$ cat src/cak_pkg.sv
`timescale 1ns / 1ps
// ----------------------------------------------------------------------------
// cak_pkg
// Shared widths, constants and controller/datapath interface types.
// ----------------------------------------------------------------------------
package cak_pkg;

   localparam int SEQ_DEPTH     = 8192;
   localparam int PAYLOAD_BYTES = 1024;

   localparam int SEQ_W  = 13;
   localparam int LEN_W  = 11;
   localparam int ACK_W  = 14;

   // received map is kept as rows of ROW_W bits
   localparam int ROW_BITS = 5;
   localparam int ROW_W    = 1 << ROW_BITS;
   localparam int ROWS     = SEQ_DEPTH / ROW_W;
   localparam int ROW_AW   = SEQ_W - ROW_BITS;

   localparam logic [ACK_W-1:0] DEPTH_V   = ACK_W'(SEQ_DEPTH);
   localparam logic [LEN_W-1:0] PAYLOAD_V = LEN_W'(PAYLOAD_BYTES);

   typedef struct packed {
      logic capture;   // latch request fields
      logic rd_seq;    // read map row of the request sequence
      logic modify;    // set the request bit, update highest
      logic rd_walk;   // read map row of next expected
      logic step;      // advance next expected by one
      logic finish;    // resolve completion, load response
   } cmd_type;

   typedef struct packed {
      logic done;      // transfer already complete
      logic req_oor;   // incoming sequence beyond the map
      logic seq_hit;   // latched sequence equals next expected
      logic bit_set;   // map bit at next expected is set
      logic walk_end;  // step reaches map end
      logic row_end;   // step crosses into the next row
   } status_type;

endpackage

$ cat src/cak_ctrl.sv
`timescale 1ns / 1ps
// ----------------------------------------------------------------------------
// cak_ctrl
// Sequencer: map read-modify-write, then the walk over contiguous entries.
// ----------------------------------------------------------------------------
module cak_ctrl (
   input  logic                clock,
   input  logic                reset,
   input  logic                start,
   input  cak_pkg::status_type status,
   output cak_pkg::cmd_type    cmd,
   output logic                busy
);

   localparam logic [2:0] S_IDLE   = 3'd0;
   localparam logic [2:0] S_READ   = 3'd1;
   localparam logic [2:0] S_MODIFY = 3'd2;
   localparam logic [2:0] S_WRD    = 3'd3;
   localparam logic [2:0] S_WCHK   = 3'd4;
   localparam logic [2:0] S_FINISH = 3'd5;

   logic [2:0] state_ff;
   logic [2:0] state_in;

   always_comb begin
      state_in = state_ff;
      cmd      = '0;
      case (state_ff)
         S_IDLE: begin
            if (start) begin
               cmd.capture = 1'b1;
               if (status.done || status.req_oor) begin
                  state_in = S_FINISH;
               end else begin
                  state_in = S_READ;
               end
            end
         end
         S_READ: begin
            cmd.rd_seq = 1'b1;
            state_in   = S_MODIFY;
         end
         S_MODIFY: begin
            cmd.modify = 1'b1;
            state_in   = status.seq_hit ? S_WRD : S_FINISH;
         end
         S_WRD: begin
            cmd.rd_walk = 1'b1;
            state_in    = S_WCHK;
         end
         S_WCHK: begin
            if (status.bit_set) begin
               cmd.step = 1'b1;
               if (status.walk_end) begin
                  state_in = S_FINISH;
               end else if (status.row_end) begin
                  state_in = S_WRD;
               end
            end else begin
               state_in = S_FINISH;
            end
         end
         S_FINISH: begin
            cmd.finish = 1'b1;
            state_in   = S_IDLE;
         end
         default: begin
            state_in = S_IDLE;
         end
      endcase
   end

   always_ff @(posedge clock) begin
      if (reset) begin
         state_ff <= S_IDLE;
      end else begin
         state_ff <= state_in;
      end
   end

   assign busy = (state_ff != S_IDLE);

endmodule

$ cat config.mk
export PLATFORM = sky130hd
export DESIGN_NAME = cak_ctrl
export DESIGN_NICKNAME = d
export VERILOG_FILES = /design/src/cak_pkg.sv /design/src/cak_ctrl.sv
export SDC_FILE = /design/constraint.sdc
export NUM_CORES = 1
export LEC_CHECK = 0
export BUFFER_PORTS_ARGS = -buffer_cell sky130_fd_sc_hd__buf_2
export CORE_AREA = 2 2 39 41
export CTS_CLUSTER_DIAMETER = 60
export DETAILED_ROUTE_END_ITERATION = 12
export DIE_AREA = 0 0 41 43
export SYNTH_ARGS = -nofsm -noshare
export SYNTH_HDL_FRONTEND = slang
export SYNTH_SLANG_ARGS = --single-unit
$ cat constraint.sdc
create_clock -name clock -period 1.5 [get_ports clock]
set_input_delay 0.375 -clock clock [delete_from_list [all_inputs] [get_ports clock]]
set_output_delay 0.375 -clock clock [all_outputs]
set_load 0.1 [all_outputs]
; ---- Yosys cells after proc, flatten, opt, wreduce, memory -nomap -nowiden
; Index checks and enable logic that the tools add are counted.
[word_totals]
ff_bits = 3
latchBits = 0
ramBits = 0
romBits = 0
inputBits = 9
output_inout_bits = 7
elab_cells = 27
n_memories = 0
[classes]
add_sub_neg = 0
n_mul = 0
div_mod_pow = 0
order_cmp = 0
eq_ne = 7
shift = 0
muxes = 15
bitwise = 0
reduce_logical = 4
[op_table]
columns = operator, count
row1 = 2-to-1 mux 3 bit, 6
row2 = one-hot mux 3 bit (5 select lines), 1
row3 = 2-to-1 mux 1 bit, 8
row4 = equality test 3 x 2 -> 1 bit (second input constant), 2
row5 = equality test 3 bit (second input constant), 2
row6 = != test 4 bit (second input constant), 1
row7 = equality test 3 x 1 -> 1 bit (second input constant), 1
row8 = logical NOT 3 bit, 1
row9 = nonzero test 3 bit, 1
row10 = != test 2 bit (second input constant), 1
row11 = AND reduction 2 bit, 1
row12 = logical OR 1 bit, 1

; ---- Depth between registers and ports, before layout
; Gate-level depths: netlist of run 1.
[depth]
depth_word = 4
mapped_depth = 4
mapped_depth_nobuf = 3

; ---- Least setup slack after synthesis of run 1
; OpenSTA, ideal clock, no wires.
[synth_timing]
path_kind = register -> register
startpoint = register state_ff[1]
endpoint = register state_ff[2]
setup_ns = 0.106
arrival_ns = 4.086
t_required_ns = 1.394
path_slack_ns = -2.692
stages_incl_launch_ff = 5
n_path_buf = 1
synth_period_minus_slack_ns = 4.192
path_cell_list = dfxtp_1 buf_2 nor4b_1 o211ai_1 o311ai_0
[synth_via]
elab_chain_len = 3
word_cells_on_any_way = 9
cone_classes = eq/ne (6) / mux (1) / reduce/logical (2)
[synth_rtl]
columns = item, line_no
row1 = from (decl), cak_ctrl.sv:22  ; logic [2:0] state_ff;
row2 = from (signal assigned), cak_ctrl.sv:77  ; state_ff <= state_in;
row3 = equality test 3 bit or logical NOT 3 bit (tied branches), cak_ctrl.sv:28  ; case (state_ff)
row4 = != test 4 bit (no line) or != test 2 bit (tied branches), n/a
row5 = AND reduction 2 bit (no line), n/a
; Parallel ways exist; a longest one is shown, timed or not.
; A chain may end at the register's enable or synchronous reset.

==> reports/results.txt, run 1 <==
Port Buffers: 15
Slew headroom: 80.73%
Post-synth EDFFs: 0
Largest register FFs: 3
final period utilization: 108.5%
max-cap violation count: 0
detailed-route DRC error count: 0
CP cell instances: buf_6 > nor4b_4 > buf_12
Startpoint Class: register
total congestion overflow: 0
Crit. End Element: primary output
count of different cell masters after synthesis: 19
Most flops, register: state_ff
Fill cells: 134
Post-Syn Nets: 38
top-area cell type share of the netlist area: 26.23%
post-DP HPWL: 619.7 microns
critical path arrival: 1250 ps
hold path endpoint: state_ff[2]
outcome: finished, violations left
clk slew on worst S/H paths: 40 ps
#FFs+latches synth: 3
CTS max path bufs: 2
post-synthesis sequential area ratio: 26.23%
critical path class: register to primary output
GRT Total Usage: 12.11%
vias per cell: 4.611
Pre-Repair DR Iteration Count: 4
die area: 1763 sq um
synth-to-layout area growth: 164.5%
pin count of the biggest net entering global routing: 9
hold_sp: status[5]
YS warnings: 0
CORE AREA: 1384 sq um
leading area contributor after synthesis: dfxtp_1
first-pass GRT wire length: 1.352 mm
Row Count: 14
die extent in x: 41 microns
Die Y: 43 microns
H-tree level count: 1
Final min period: 1627 ps
Final setup viols: 9
Mapped Cells: 29
Crit-path slowest cell: dfxtp_4
Worst R2R Setup Slack: -10 ps
Area contributors post-synth: dfxtp_1 (26%), nor3b_1 (9.8%), nor4b_1 (7.7%)
ys async rst share: 0%
crit path max fanout: 4
RSZ-0062 raised after global routing: true
diodes inserted: 0
Syn Std Cell Area: 229.0 sq um
fin nets: 66
final hold slack: 405.7 ps
WHS Path Cells: 3
Primary FF master, synth: dfxtp_1
Ports: 16
RR Endpoint: state_ff[1]
vias in the first global route: 317
worst clock skew: 2.779 ps
RePlAce Congestion: 0.8163
DRT antenna net count: 0
layout cells sized above 1: 75.00%
Reg-to-Reg Start: state_ff[2]
latest clock arrival within the worst-skew pair: 230 ps
wire length per cell: 11.24 microns
worst setup margin: -127.3 ps
Initial Util: 16.55%
CTS tree: done
CTS sink count: 3
max incr delay on CP: 350 ps
initial antenna violation count: 0
Num CTS Buffers: 3
actual slew at the worst max-slew pin: 287.8 ps
DRT iter0 DRCs: 10
WL final: 809 microns
Hold Fails Final Rpt: 0
top flop regs: state_ff (3)
Via Count: 332
worst endpoint required time: 1120 ps
r2r worst-path depth: 6
CTS root buffer: clkbuf_4
cts hold-fix bufs: 0
FMAX: 0.6145 GHz
max-slew violations: 0
failing checks: setup timing
Synth Area per Inst: 7.896 sq um
Hold Crit Class: primary input to register
metrics by stage:
| stage | cell area, sq um | utilization, % | setup WS, ps | TNS (ps) | cells |
|---|---|---|---|---|---|
| 3_3_place_gp | 508.0 | 36.71 | 69.37 | 0 | 64 |
| 2_1_floorplan | 300.3 | - | -476.0 | -2166 | 29 |
| 3_5_place_dp | 508.0 | 36.71 | 41.20 | 0 | 64 |
| 5_1_grt | 605.6 | 43.76 | -190.1 | -1079 | 72 |
| 4_1_cts | 581.8 | 42.04 | -153.0 | -657.0 | 71 |
| 6_report | 605.6 | 43.76 | -127.3 | -578.1 | 72 |
worst max-delay path, delay by kind of cell, from the launching register on:
family / cells / cell delay, ps
buffers and inverters: 2 / 330
flip-flops: 1 / 350
AND/OR/NAND/NOR: 1 / 340
routing by layer:
layer	track usage, %	share of wire [%]	wire length, microns	vias up
met2	17.19	52	421	14
met5	0	0	0	-
met3	3.141	6.4	52	4
li1	-	-	-	165
met4	10.00	3.7	30	0
met1	14.33	37	303	149
worst max-delay path by stage:
stage	cells past startpoint	slack [ps]	end	from
4_1_cts	3	-150	cmd[5]	state_ff[1]
3_3_place_gp	2	70	busy	state_ff[2]
2_1_floorplan	4	-480	state_ff[2]	state_ff[1]
3_5_place_dp	2	40	busy	state_ff[2]
6_report	3	-130	cmd[5]	state_ff[2]
5_1_grt	3	-190	cmd[5]	state_ff[2]
cell families after synthesis:
| group | count (synthesis) | share of synthesized area [%] |
|---|---|---|
| buffers and inverters | 4 | 7.652 |
| AND/OR/NAND/NOR | 16 | 44.26 |
| AO/OA/AOI/OAI | 6 | 21.86 |
| flip-flops | 3 | 26.23 |
cell usage in the layout, fill, tap and decap left out, types with 2 or more instances in the layout:
| master | count |
|---|---|
| buf_12 | 6 |
| buf_2 | 8 |
| buf_4 | 7 |
| buf_6 | 4 |
| clkbuf_4 | 3 |
| dfxtp_2 | 2 |
| nor2_1 | 2 |
| nor2b_1 | 2 |
| nor3b_4 | 2 |
| nor4b_4 | 2 |
cells in the mapped netlist, types with 2 or more instances:
master / count
nor2b_1: 2
buf_2: 2
nor3b_1: 3
dfxtp_1: 3
nor2_1: 3
inv_1: 2
nor4b_1: 2
final cells by class:
| class | instances | area [sq um] | area share [%] |
|---|---|---|---|
| clock buffers | 4 | 26.28 | 4.339 |
| flip-flops and latches | 3 | 66.31 | 10.95 |
| well taps | 16 | 20.02 | 3.306 |
| multi-input cells | 22 | 220.2 | 36.36 |
| inverters | 2 | 15.01 | 2.479 |
| repair buffers | 25 | 257.7 | 42.56 |
timing repair:
item,CTS,global route
hold endpoints to repair,0,0
pin swaps,2,4
gates resized for setup,9,4
buffers inserted,3,1
endpoints found under the setup margin,7,8
Power of run 1 is left out: the tool's default activity adds up to more than one toggle a clock period on the data nets, which glitch-free logic cannot reach.
==> run 2, diff against run 1 <==
--- a/config.mk
+++ b/config.mk
@@ -10,6 +10,8 @@
 export CTS_CLUSTER_DIAMETER = 60
 export DETAILED_ROUTE_END_ITERATION = 12
 export DIE_AREA = 0 0 41 43
+export SKIP_LAST_GASP = 1
+export SLEW_MARGIN = 25
 export SYNTH_ARGS = -nofsm -noshare
 export SYNTH_HDL_FRONTEND = slang
 export SYNTH_SLANG_ARGS = --single-unit
==> run 2 against run 1 <==
  * Wire length fell by 0.62%
  * Worst setup slack barely moved
  * Maximum frequency barely moved
  * The flow still finishes with violations (setup timing)
  * Utilization did not move
  * Non-clock buffer count did not move
  * Global-route usage did not move
  * Clock skew did not move
  * Highest routed layer unchanged
==> reports/results.txt, run 2 (synthesis gave the netlist of run 1 again) <==
outcome: finished, violations left (unchanged)
failing checks: setup timing (unchanged)
worst clock skew: 2.779 ps (unchanged)
synth-to-layout area growth: 164.5% (unchanged)
hold path endpoint: state_ff[2] (unchanged)
cts hold-fix bufs: 0 (unchanged)
CTS sink count: 3 (unchanged)
crit path max fanout: 4 (unchanged)
DRT antenna net count: 0 (unchanged)
post-DP HPWL: 619.7 microns (unchanged)
total congestion overflow: 0 (unchanged)
vias in the first global route: 317 (unchanged)
Die Y: 43 microns (unchanged)
Slew headroom: 80.73% (about the same)
Startpoint Class: register (unchanged)
CP Depth: 3 (unchanged)
M1 WL: 298 microns (was 303 microns)
CP top delay family: flip-flops (unchanged)
worst endpoint required time: 1120 ps (about the same)
commonest non-fill, non-tap cells in the layout: buf_2 (8), buf_4 (7), buf_12 (6) (unchanged)
Num CTS Buffers: 3 (unchanged)
initial antenna violation count: 0 (unchanged)
vias per cell: 4.639 (was 4.611)
post-layout util: 43.76% (unchanged)
Crit. End Element: primary output (unchanged)
GRT Total Usage: 12.11% (unchanged)
worst setup margin: -127.5 ps (was -127.3 ps)
CTS max path bufs: 2 (unchanged)
FMAX: 0.6144 GHz (was 0.6145 GHz)
Row Count: 14 (unchanged)
top flop regs: state_ff (3) (unchanged)
RePlAce Congestion: 0.8163 (unchanged)
Fill cells: 134 (unchanged)
CP cell instances: buf_6 > nor4b_4 > buf_12 (unchanged)
Crit-path slowest cell: dfxtp_4 (unchanged)
die area: 1763 sq um (unchanged)
Hold Fails Final Rpt: 0 (unchanged)
CTS root buffer: clkbuf_4 (unchanged)
max incr delay on CP: 350 ps (about the same)
met2 WL: 422 microns (was 421 microns)
CTS tree: done (unchanged)
actual slew at the worst max-slew pin: 287.8 ps (about the same)
diodes inserted: 0 (unchanged)
H-tree level count: 1 (unchanged)
latest clock arrival within the worst-skew pair: 230 ps (about the same)
Initial Util: 16.55% (unchanged)
pin count of the biggest net entering global routing: 9 (unchanged)
wire length per cell: 11.17 microns (was 11.24 microns)
max-slew violations: 0 (unchanged)
DR WL met3: 52 microns (unchanged)
r2r worst-path depth: 6 (unchanged)
clk slew on worst S/H paths: 40 ps (about the same)
max-cap violation count: 0 (unchanged)
hold_sp: status[5] (unchanged)
top layer reached by signal wires: met4 (unchanged)
Ports: 16 (unchanged)
RSZ-0062 raised after global routing: true (unchanged)
Worst R2R Setup Slack: -20 ps (was -10 ps)
CORE AREA: 1384 sq um (unchanged)
Final setup viols: 8 (was 9)
WHS Path Cells: 3 (unchanged)
layout cells sized above 1: 75.00% (unchanged)
detailed-route DRC error count: 0 (unchanged)
register area: 66.31 sq um (unchanged)
die extent in x: 41 microns (unchanged)
Multi-input gate area: 220.2 sq um (unchanged)
Most flops, register: state_ff (unchanged)
Via Count: 334 (was 332)
Reg-to-Reg Start: state_ff[2] (unchanged)
most common cell after layout, fill and taps aside: buf_2 (unchanged)
first-pass GRT wire length: 1.352 mm (unchanged)
CP bufs+invs: 2 (unchanged)
RR Endpoint: state_ff[1] (unchanged)
critical path arrival: 1250 ps (about the same)
critical path class: register to primary output (unchanged)
Hold Crit Class: primary input to register (unchanged)
Largest register FFs: 3 (unchanged)
Pre-Repair DR Iteration Count: 4 (unchanged)
Final min period: 1628 ps (was 1627 ps)
Port Buffers: 15 (unchanged)
WL final: 804 microns (was 809 microns)
fin nets: 66 (unchanged)
DRT iter0 DRCs: 10 (unchanged)
final period utilization: 108.5% (about the same)
run 2: cell counts in the layout (fill, tap and decap cells not counted):
Identical to the previous run, type by type.
run 2: final cells by class:
| class | instances | share of cell area [%] |
|---|---|---|
| inverter | 2 | 2.479 |
| tap | 16 | 3.306 |
| timing repair buffer | 25 | 42.56 |
| clock buffer | 4 | 4.339 |
| multi-input combinational | 22 | 36.36 |
| sequential | 3 | 10.95 |
run 2: tightest hold or removal path: stages:
cell and delay [ps]:
buf_2 70, o211ai_1 70, o311ai_1 80
run 2: worst max-delay path by stage:
stage                            from     endpoint  slack, ps
final                     state_ff[2]       cmd[5]       -130
after global routing      state_ff[2]       cmd[5]       -190
after CTS                 state_ff[1]       cmd[5]       -150
after detailed placement  state_ff[2]         busy         40
after global placement    state_ff[2]         busy         70
after floorplan           state_ff[1]  state_ff[2]       -480
run 2: repair_timing:
item | CTS | global route
endpoints found under the hold margin | 0 | 0
setup endpoints to repair | 7 | 7
setup buffers | 3 | 1
pin swaps | 2 | 3
resized for setup | 8 | 5
run 2: through the flow:
stage | hold slack, ps | std cells | setup slack [ps] | cell area (sq um) | TNS, ps
6_report | 405.7 | 72 | -127.5 | 605.6 | -586.0
5_1_grt | 428.8 | 72 | -190.1 | 605.6 | -1104
4_1_cts | 414.3 | 71 | -153.0 | 579.3 | -659.1
3_5_place_dp | 623.7 | 64 | 41.20 | 508.0 | 0
3_3_place_gp | 611.4 | 64 | 69.37 | 508.0 | 0
2_1_floorplan | 503.8 | 29 | -476.0 | 300.3 | -2166
run 2: routing by layer:
layer  vias to the layer above  track usage, %
li1                        166               -
met1                       150           14.33
met2                        14           17.19
met3                         4           3.141
met4                         0           10.00
met5                         -               0
Power of run 2 is left out for the same reason.
==> run 3, diff against run 2 <==
--- a/config.mk
+++ b/config.mk
@@ -10,6 +10,7 @@
 export CTS_CLUSTER_DIAMETER = 60
 export DETAILED_ROUTE_END_ITERATION = 12
 export DIE_AREA = 0 0 41 43
+export RECOVER_POWER = 100
 export SKIP_LAST_GASP = 1
 export SLEW_MARGIN = 25
 export SYNTH_ARGS = -nofsm -noshare
==> constraint.sdc (replaced) <==
create_clock -name clock -period 1.5 [get_ports clock]
set_input_delay 0.15 -clock clock [delete_from_list [all_inputs] [get_ports clock]]
set_output_delay 0.15 -clock clock [all_outputs]
set_load 0.1 [all_outputs]
==> run 3 against run 2 <==
  * The run now ends clean
  * Register-to-register slack better by 190 ps
  * First-iteration DRC count decreased by 10%
  * Worst setup slack gained 210 ps
  * Sequential share of layout area grew 2.7 points
  * Sequential cell count unchanged
==> reports/results.txt, run 3 (synthesis gave the netlist of run 1 again) <==
latest clock arrival within the worst-skew pair: 230 ps (about the same)
top flop regs: state_ff (3) (unchanged)
Crit. End Element: primary output (unchanged)
max-cap violation count: 0 (unchanged)
worst endpoint required time: 1350 ps (was 1120 ps)
CP cell instances: or3_2 > buf_6 (was buf_6 > nor4b_4 > buf_12)
Pre-Repair DR Iteration Count: 5 (was 4)
Port Buffers: 15 (unchanged)
die area: 1763 sq um (unchanged)
CTS max path bufs: 2 (unchanged)
outcome: finished, final reports clean (was finished, violations left)
vias per cell: 4.603 (was 4.639)
Most flops, register: state_ff (unchanged)
commonest non-fill, non-tap cells in the layout: buf_2 (8), buf_12 (4), clkbuf_4 (3), buf_6 (3) (was buf_2 (8), buf_4 (7), buf_12 (6))
Num CTS Buffers: 3 (unchanged)
layout cells sized above 1: 61.70% (was 75.00%)
GRT Total Usage: 9.228% (was 12.11%)
worst clock skew: 0.5554 ps (was 2.779 ps)
Final min period: 1413 ps (was 1628 ps)
CP bufs+invs: 1 (was 2)
total congestion overflow: 0 (unchanged)
Final setup viols: 0 (was 8)
worst setup margin: 87.28 ps (was -127.5 ps)
Die Y: 43 microns (unchanged)
DRT antenna net count: 0 (unchanged)
initial antenna violation count: 0 (unchanged)
FMAX: 0.7079 GHz (was 0.6144 GHz)
critical path arrival: 1260 ps (was 1250 ps)
wire length per cell: 9.984 microns (was 11.17 microns)
first-pass GRT wire length: 1.083 mm (was 1.352 mm)
CTS tree: done (unchanged)
Hold Crit Class: primary input to register (unchanged)
critical path class: register to primary output (unchanged)
most common cell after layout, fill and taps aside: buf_2 (unchanged)
Setup WS pre-CTS: 115.2 ps (was 41.20 ps)
CTS sink count: 3 (unchanged)
Hold Fails Final Rpt: 0 (unchanged)
Row Count: 14 (unchanged)
Startpoint Class: register (unchanged)
Slew headroom: 79.24% (was 80.73%)
CORE AREA: 1384 sq um (unchanged)
actual slew at the worst max-slew pin: 310.1 ps (was 287.8 ps)
crit path max fanout: 7 (was 4)
die extent in x: 41 microns (unchanged)
clk slew on worst S/H paths: 30 ps (was 40 ps)
RePlAce Congestion: 0.7902 (was 0.8163)
detailed-route DRC error count: 0 (unchanged)
post-layout util: 34.45% (was 43.76%)
final period utilization: 94.18% (was 108.5%)
post-DP HPWL: 528.2 microns (was 619.7 microns)
RSZ-0062 raised after global routing: false (was true)
WL final: 629 microns (was 804 microns)
synth-to-layout area growth: 108.2% (was 164.5%)
Fill cells: 151 (was 134)
pin count of the biggest net entering global routing: 13 (was 9)
H-tree level count: 1 (unchanged)
Initial Util: 16.55% (unchanged)
max incr delay on CP: 470 ps (was 350 ps)
CP top delay family: simple AND/OR/NAND/NOR gates (was flip-flops)
diodes inserted: 0 (unchanged)
fin nets: 57 (was 66)
Crit-path slowest cell: or3_2 (was dfxtp_4)
vias in the first global route: 289 (was 317)
Ports: 16 (unchanged)
DRT iter0 DRCs: 9 (was 10)
Via Count: 290 (was 334)
Largest register FFs: 3 (unchanged)
Final TNS setup: 0 ps (was -586.0 ps)
max-slew violations: 0 (unchanged)
CTS root buffer: clkbuf_4 (unchanged)
run 3: worst paths after layout:
path                from          end  slack (ps)  cells after the start
max reg2reg  state_ff[0]  state_ff[1]         170                      3
min reg2reg  state_ff[0]  state_ff[0]         540                      1
min                reset  state_ff[2]         180                      2
max          state_ff[2]         busy          90                      2
run 3: area by class of cell:
class	instances	area [sq um]	share of cell area [%]
multi-input combinational	22	196.4	41.21
timing repair buffer	16	161.4	33.86
sequential	3	65.06	13.65
clock buffer	4	26.28	5.512
tap	16	20.02	4.199
inverter	2	7.507	1.575
run 3: what timing repair did:
action,in CTS,in global routing
gates cloned,0,0
pin swaps,0,0
hold buffers,0,0
setup buffers,0,0
endpoints found under the setup margin,3,2
resized for setup,2,3
endpoints found under the hold margin,0,0
run 3: layer usage:
metal / vias up / global-route usage (%) / wire length, microns
met5: - / 0 / 0
met4: 0 / 4.000 / 0
met3: 0 / 4.712 / 68
met2: 19 / 11.56 / 281
met1: 127 / 12.82 / 280
li1: 144 / - / -
run 3: stage by stage:
step	hold WS, ps	cells	instance area (sq um)
finish	184.7	63	476.7
global placement	414.4	59	467.9
floorplan	286.4	29	291.5
detailed placement	424.7	59	467.9
CTS	177.8	63	498.0
global route	219.9	63	476.7
Power of run 3 is left out for the same reason.
